[src/sv/msw_pkg.sv]
// Shared types and codes for the multi-channel stopwatch bank.
package msw_pkg;

  localparam int unsigned TimeW = 64;
  localparam int unsigned ChanW = 5;
  localparam int unsigned OpW   = 3;

  typedef enum logic [OpW-1:0] {
    OP_START         = 3'd0,
    OP_PAUSE         = 3'd1,
    OP_PAUSE_RESTART = 3'd2,
    OP_RESET_ONE     = 3'd3,
    OP_RESET_ALL     = 3'd4,
    OP_QUERY         = 3'd5
  } op_e;

  typedef enum logic [1:0] {
    ST_IDLE = 2'b01,
    ST_EXEC = 2'b10
  } state_e;

  typedef struct packed {
    logic [OpW-1:0]   operation;
    logic [ChanW-1:0] channel;
    logic [TimeW-1:0] timestamp;
  } in_t;

  typedef struct packed {
    logic [TimeW-1:0] returned_time;
    logic [TimeW-1:0] last_interval;
    logic [TimeW-1:0] total_time;
    logic             channel_valid;
  } out_t;

  typedef struct packed {
    logic [TimeW-1:0] begin_time;
    logic [TimeW-1:0] last_span;
    logic [TimeW-1:0] accumulated_time;
  } entry_t;

  typedef struct packed {
    logic wr;
    logic clr_all;
  } upd_t;

endpackage

[src/sv/msw_ram.sv]
// Generic single-write, single-read RAM with registered read data.
module msw_ram #(
  parameter int unsigned Width = 8,
  parameter int unsigned Depth = 16,
  parameter int unsigned AddrW = (Depth > 1) ? $clog2(Depth) : 1
) (
  input  logic             clk_i,
  input  logic             we_i,
  input  logic [AddrW-1:0] waddr_i,
  input  logic [Width-1:0] wdata_i,
  input  logic             re_i,
  input  logic [AddrW-1:0] raddr_i,
  output logic [Width-1:0] rdata_o
);

  logic [Width-1:0] mem_q [Depth];
  logic [Width-1:0] rdata_q;

  always_ff @(posedge clk_i) begin
    if (we_i) begin
      mem_q[waddr_i] <= wdata_i;
    end
    if (re_i) begin
      rdata_q <= mem_q[raddr_i];
    end
  end

  assign rdata_o = rdata_q;

endmodule

[src/sv/msw_alu.sv]
// Per-transaction update of one channel entry and the result it reports.
module msw_alu (
  input  msw_pkg::in_t    cmd_i,
  input  msw_pkg::entry_t ent_i,
  input  logic            ok_i,
  input  logic            all_i,
  output msw_pkg::entry_t nxt_o,
  output msw_pkg::upd_t   ctl_o,
  output msw_pkg::out_t   res_o
);
  import msw_pkg::*;

  always_comb begin
    nxt_o = ent_i;
    ctl_o = '0;
    res_o = '0;
    unique case (cmd_i.operation)
      OP_START: begin
        if (ok_i) begin
          nxt_o.begin_time    = cmd_i.timestamp;
          ctl_o.wr            = 1'b1;
          res_o.returned_time = cmd_i.timestamp;
        end
      end
      OP_PAUSE, OP_PAUSE_RESTART: begin
        if (ok_i) begin
          nxt_o.last_span        = cmd_i.timestamp - ent_i.begin_time;
          nxt_o.accumulated_time = ent_i.accumulated_time + cmd_i.timestamp
                                   - ent_i.begin_time;
          if (cmd_i.operation == OP_PAUSE_RESTART) begin
            nxt_o.begin_time = cmd_i.timestamp;
          end
          ctl_o.wr            = 1'b1;
          res_o.returned_time = cmd_i.timestamp;
        end
      end
      OP_RESET_ONE: begin
        if (ok_i) begin
          nxt_o    = '{begin_time: cmd_i.timestamp, last_span: '0, accumulated_time: '0};
          ctl_o.wr = 1'b1;
        end else if (all_i) begin
          ctl_o.clr_all = 1'b1;
        end
      end
      OP_RESET_ALL: begin
        nxt_o         = '{begin_time: cmd_i.timestamp, last_span: '0, accumulated_time: '0};
        ctl_o.clr_all = 1'b1;
      end
      default: begin
      end
    endcase
    if (ok_i) begin
      res_o.last_interval = nxt_o.last_span;
      res_o.total_time    = nxt_o.accumulated_time;
      res_o.channel_valid = 1'b1;
    end
  end

endmodule

[src/sv/multi_channel_stopwatch_bank.sv]
// Stopwatch bank: each transaction is accepted in the idle state, which reads the channel entry
// from the state RAM; the exec state updates, writes back and loads the result register, and
// a stalled result holds it there. Reset-all does not clear the RAM: per-channel valid bits are dropped
// at once and an entry not yet rewritten reads as the clear timestamp with zero interval and total.
module multi_channel_stopwatch_bank #(
  parameter int unsigned MAX_CHANNELS = 16
) (
  input  logic                     clk_i,
  input  logic                     rst_ni,
  input  logic                     in_valid_i,
  output logic                     in_stall_o,
  input  msw_pkg::in_t             in_data_i,
  output logic                     out_valid_o,
  input  logic                     out_stall_i,
  output msw_pkg::out_t            out_data_o,
  input  logic                     cfg_we_i,
  input  logic [msw_pkg::ChanW-1:0] cfg_data_i
);
  import msw_pkg::*;

  localparam int unsigned IdxW  = (MAX_CHANNELS > 1) ? $clog2(MAX_CHANNELS) : 1;
  localparam int unsigned CntW0 = $clog2(MAX_CHANNELS + 1);
  localparam int unsigned CmpW  = (CntW0 > ChanW) ? CntW0 : ChanW;
  localparam int unsigned EntW  = $bits(entry_t);
  localparam logic [CmpW-1:0] MaxC = CmpW'(MAX_CHANNELS);

  state_e            state_q, state_d;
  logic [ChanW-1:0]  cnt_q;
  in_t               cmd_q;
  logic              ok_q, all_q;
  logic [IdxW-1:0]   idx_q;
  logic [MAX_CHANNELS-1:0] vld_q, vld_d;
  logic [TimeW-1:0]  clr_ts_q, clr_ts_d;
  logic              out_valid_q, out_valid_d;
  out_t              out_q;

  logic              accept, exec_go;
  logic [CmpW-1:0]   ch_ext, cnt_ext, eff_cnt;
  logic              ok_d, all_d;
  logic [IdxW-1:0]   idx_d;
  logic [EntW-1:0]   rdata;
  entry_t            ent_eff, ent_nxt;
  upd_t              ctl;
  out_t              res;

  assign in_stall_o  = (state_q != ST_IDLE);
  assign accept      = in_valid_i && !in_stall_o;
  assign out_valid_o = out_valid_q;
  assign out_data_o  = out_q;

  assign ch_ext  = CmpW'(in_data_i.channel);
  assign cnt_ext = CmpW'(cnt_q);
  assign eff_cnt = (cnt_ext > MaxC) ? MaxC : cnt_ext;
  assign ok_d    = ch_ext < eff_cnt;
  assign all_d   = ch_ext == eff_cnt;
  assign idx_d   = ch_ext[IdxW-1:0];

  msw_ram #(
    .Width(EntW),
    .Depth(MAX_CHANNELS)
  ) u_ram (
    .clk_i  (clk_i),
    .we_i   (exec_go && ctl.wr),
    .waddr_i(idx_q),
    .wdata_i(ent_nxt),
    .re_i   (accept),
    .raddr_i(idx_d),
    .rdata_o(rdata)
  );

  assign ent_eff = vld_q[idx_q] ? entry_t'(rdata)
                 : '{begin_time: clr_ts_q, last_span: '0, accumulated_time: '0};

  msw_alu u_alu (
    .cmd_i(cmd_q),
    .ent_i(ent_eff),
    .ok_i (ok_q),
    .all_i(all_q),
    .nxt_o(ent_nxt),
    .ctl_o(ctl),
    .res_o(res)
  );

  assign exec_go = (state_q == ST_EXEC) && (!out_valid_q || !out_stall_i);

  always_comb begin
    state_d     = state_q;
    vld_d       = vld_q;
    clr_ts_d    = clr_ts_q;
    out_valid_d = out_valid_q && out_stall_i;
    unique case (state_q)
      ST_IDLE: begin
        if (accept) begin
          state_d = ST_EXEC;
        end
      end
      ST_EXEC: begin
        if (exec_go) begin
          state_d     = ST_IDLE;
          out_valid_d = 1'b1;
          if (ctl.wr) begin
            vld_d[idx_q] = 1'b1;
          end
          if (ctl.clr_all) begin
            vld_d    = '0;
            clr_ts_d = cmd_q.timestamp;
          end
        end
      end
      default: begin
        state_d = ST_IDLE;
      end
    endcase
  end

  always_ff @(posedge clk_i or negedge rst_ni) begin
    if (!rst_ni) begin
      state_q     <= ST_IDLE;
      cnt_q       <= ChanW'(1);
      vld_q       <= '0;
      clr_ts_q    <= '0;
      out_valid_q <= 1'b0;
    end else begin
      state_q     <= state_d;
      vld_q       <= vld_d;
      clr_ts_q    <= clr_ts_d;
      out_valid_q <= out_valid_d;
      if (cfg_we_i) begin
        cnt_q <= cfg_data_i;
      end
    end
  end

  always_ff @(posedge clk_i) begin
    if (accept) begin
      cmd_q <= in_data_i;
      ok_q  <= ok_d;
      all_q <= all_d;
      idx_q <= idx_d;
    end
    if (exec_go) begin
      out_q <= res;
    end
  end

endmodule

[config.mk]
export PLATFORM = sky130hd
export DESIGN_NAME = multi_channel_stopwatch_bank
export DESIGN_NICKNAME = d
export VERILOG_FILES = /design/src/sv/msw_pkg.sv /design/src/sv/msw_ram.sv /design/src/sv/msw_alu.sv /design/src/sv/multi_channel_stopwatch_bank.sv
export SDC_FILE = /design/constraint.sdc
export NUM_CORES = 2
export LEC_CHECK = 0
export BUFFER_PORTS_ARGS = -buffer_cell sky130_fd_sc_hd__clkbuf_2
export CAP_MARGIN = 20
export CORE_ASPECT_RATIO = 1.1
export CORE_MARGIN = 8
export CORE_UTILIZATION = 45
export DETAILED_ROUTE_END_ITERATION = 6
export GPL_ROUTABILITY_DRIVEN = 0
export PLACE_DENSITY = 0.67
export SLEW_MARGIN = 0
export SYNTH_ARGS = -nofsm -noshare
export SYNTH_HDL_FRONTEND = slang
export SYNTH_SLANG_ARGS = --single-unit
[constraint.sdc]
create_clock -name clk_i -period 25 [get_ports clk_i]
set_input_delay 2.5 -clock clk_i [delete_from_list [all_inputs] [get_ports clk_i]]
set_output_delay 2.5 -clock clk_i [all_outputs]
set_load 0.03 [all_outputs]
==> impl_metrics.env <==
export IMPL_status="complete, but fails checks"
export IMPL_violations="DRC"
export IMPL_setup_ws_ns=16.25
export IMPL_grt_pass1_wl_mm=580.2
export IMPL_io_buffer_count=276
export IMPL_ys_seq_area_share_pct=72.24
export IMPL_cts_tree="yes"
export IMPL_max_freq_ghz=0.1143
export IMPL_nNetsFinal=8491
export IMPL_synth_avg_cell_area_um2=19.09
export IMPL_r2r_end="u_ram.mem_q[12][61]"
export IMPL_critical_path_buf_inv_count=2
export IMPL_die_h_um=621.1
export IMPL_path_cells="mux2_1 > mux4_2 > buf_4 > nand2b_1 > buf_4 > nand2_8 > a21oi_1 > xnor2_1 > xnor2_1 > ha_1 > a21o_1 > a21o_1 > a2111oi_0 > o31ai_1 > a31oi_1 > or4_1 > o2111ai_1 > a21oi_1 > o31a_1 > o211ai_1 > a41oi_1 > xor2_1 > o22ai_1"
export IMPL_cts_buffers=358
export IMPL_r2r_cells=23
export IMPL_track_usage_pct=22.43
export IMPL_period_minus_slack_ns=8.752
export IMPL_synth_fp_nets=8061
export IMPL_synth_area_um2=149800
export IMPL_min_path_type="register to register"
export IMPL_path_class="register to register"
export IMPL_critPathSlowestCell="o22ai_1"
export IMPL_vias=80360
export IMPL_initial_core_util_pct=45.12
export IMPL_hold_viol_final=0
export IMPL_final_antenna_net_count=0
export IMPL_power_density_nw_per_um2=87.61
export IMPL_rsz0062_at_grt="false"
export IMPL_relSlewSlack_pct=18.91
export IMPL_hold_end="vld_q[9]"
export IMPL_antenna_found_initial=22
export IMPL_grt_pass1_vias=79850
export IMPL_crit_fanout=38
export IMPL_synth_edf_count=3530
export IMPL_max_cap_violations=0
export IMPL_post_cts_buffers=0
export IMPL_ctsHoldBuffers=0
export IMPL_post_drt_wl_per_cell_um=31.51
export IMPL_skew_ns=0.07383
export IMPL_wirelength_mm=407.5
export IMPL_clockBufferDepth=4
export IMPL_ys_async_sr_fraction_pct=2.432
export IMPL_netlist_instances=7845
export IMPL_finalMaxSlewViolations=0
export IMPL_wl_met3_mm=39.65
export IMPL_area_growth_pct=12.69
export IMPL_total_power_mw=14.79
export IMPL_setup_viol=0
export IMPL_numClockSinks=3618
export IMPL_worstPathRequired_ns=25.58
export IMPL_end_kind="register"
export IMPL_peakVddDrop_mv=0.06104
export IMPL_route_met2_wl_mm=188.8
export IMPL_dp_slack_ns=16.50
export IMPL_worstHoldPathCells=2
export IMPL_yosys_register_bits=3618
export IMPL_cpPeakStageDelay_ns=0.80
export IMPL_drt_pass1_iter_count=7
export IMPL_holdCritStartpoint="vld_q[9]"
export IMPL_io_pins=277
export IMPL_hpwl_mm=232.6
export IMPL_cp_arrival_ns=9.33
export IMPL_grt_max_degree=154
export IMPL_die_area_um2=351600
export IMPL_cts_max_level=5
export IMPL_drt_iter0_markers=10700
export IMPL_rows=222
export IMPL_fin_tns_setup_ns=0
export IMPL_cp_top_family="compound AO/OA/AOI/OAI gates"
export IMPL_cellLeakagePower_nw=55.91
export IMPL_core_area_um2=331900
export IMPL_overflow=0
export IMPL_drive_above_1_share_pct=24.97
export IMPL_clock_tree_root_cell="clkbuf_16"
export IMPL_yosys_warnings=0
export IMPL_regToRegStartpoint="idx_q[1]"
export IMPL_finalCritPeriodShare_pct=35.01
export IMPL_dr_max_layer_used="met5"
export IMPL_via_per_inst=6.213
export IMPL_m1WireLength_mm=164.8
export IMPL_die_x_um=566.1
export IMPL_regToRegSetupSlack_ns=16.25
export IMPL_synth_distinct_cells=103
export IMPL_drc=2
export IMPL_worst_pin_slew_ns=1.216
export IMPL_worstSkewPairLatency_ns=0.97
export IMPL_path_clk_slew_ns=0.07
export IMPL_cts_repair_resized=0
export IMPL_startpoint_type="register"
export IMPL_ys_flop_type="edfxtp_1"
## per-layer routing
layer | vias up | global-route usage, %
met5 | - | 0
met4 | 4 | 7.255
met2 | 4284 | 34.90
met3 | 668 | 4.239
met1 | 42620 | 32.21
li1 | 32780 | -
## cells in the mapped netlist, drive strengths merged, types with 41 or more instances
| library cell | n | area [um^2] |
|---|---|---|
| ha | 102 | 1276 |
| o22ai | 41 | 262.8 |
| a21o | 133 | 998.5 |
| dfrtp | 86 | 2152 |
| o21ai | 157 | 789.5 |
| mux4 | 937 | 21100 |
| nor2b | 76 | 483.0 |
| clkbuf | 356 | 1336 |
| xor2 | 48 | 420.4 |
| inv | 159 | 596.8 |
| nand2 | 283 | 1067 |
| maj3 | 57 | 575.6 |
| mux2 | 77 | 867.1 |
| edfxtp | 3530 | 106000 |
| buf | 110 | 481.7 |
| xnor2 | 111 | 987.2 |
| nand3 | 51 | 255.2 |
| nand4 | 45 | 294.0 |
| nor2 | 215 | 809.5 |
| nor3b | 42 | 315.3 |
| nor3 | 93 | 485.5 |
| mux2i | 96 | 988.4 |
| a21oi | 346 | 1735 |
| a211oi | 93 | 698.2 |
| and2 | 187 | 1170 |
| nand2b | 45 | 281.5 |
## layout by cell type (no fill, tap or decap), types with 133 or more instances in the layout
master     count
edfxtp_1    3530
mux4_2       937
clkbuf_16    362
a21oi_1      342
nand2_1      280
clkbuf_2     271
buf_4        230
nor2_1       197
and2_1       183
inv_1        158
a21o_1       133
## worst max-delay path by stage
stage           startpoint                  end  slack, ns  cells after the start
6_report          idx_q[1]  u_ram.mem_q[12][61]      16.25                     23
4_1_cts           idx_q[1]  u_ram.mem_q[15][61]      16.40                     23
3_3_place_gp      idx_q[1]       out_data_o[54]      16.66                     23
5_1_grt           idx_q[1]  u_ram.mem_q[15][61]      15.72                     23
3_5_place_dp      idx_q[1]  u_ram.mem_q[12][61]      16.50                     23
2_1_floorplan  out_stall_i    u_ram.mem_q[3][0]       3.86                      5
## sequential cells by signal, indices dropped and copies added, names as in the netlist, 2 cells and up
register,cells
clr_ts_q,64
cmd_q,67
cnt_ext,5
idx_q,4
out_data_o,193
state_q,2
u_ram.mem_q,3072
u_ram.rdata_o,192
vld_q,16
## through the flow
stage / utilization (%) / area [um^2] / hold WS (ns) / cells
global placement: 47.19 / 156600 / 0.4757 / 12200
detailed placement: 47.23 / 156800 / 0.4820 / 12220
floorplan: - / 149800 / 0.4589 / 7845
global route: 50.85 / 168800 / 0.5064 / 12930
finish: 50.85 / 168800 / 0.5007 / 12940
CTS: 50.68 / 168200 / 0.4964 / 12860
## layout make-up
| type | count | area (um^2) |
|---|---|---|
| repair buffers | 536 | 3646 |
| well taps | 4368 | 5465 |
| clock buffers | 434 | 9339 |
| multi-input cells | 3601 | 39390 |
| inverters | 160 | 608.1 |
| flip-flops and latches | 3618 | 108200 |
| fillers | 25960 | 163100 |
| diodes | 5 | 12.51 |
| clock inverters | 213 | 2118 |
## kinds of logic after synthesis
kind of cell,Yosys count,synth area share (%)
adders and majority gates,191,1.664
buffers and inverters,626,1.615
DFF,3618,72.24
muxes,1110,15.33
AOI/OAI and AO/OA,988,4.197
and+or+nand+nor,1153,4.015
xor gates and xnor gates,159,0.9398
## worst min-delay path, delay by kind of cell (launching register included)
kind / cells / cell delay (ns)
flip-flops: 1 / 0.34
AND/OR/NAND/NOR: 2 / 0.12
## power by group
group	switching, mW	internal [mW]
sequential	0.0951	7.00
combinational	1.60	0.807
clock	2.31	2.98
total	4.00	10.8
No activity file was read; power rests on OpenSTA's default activity.
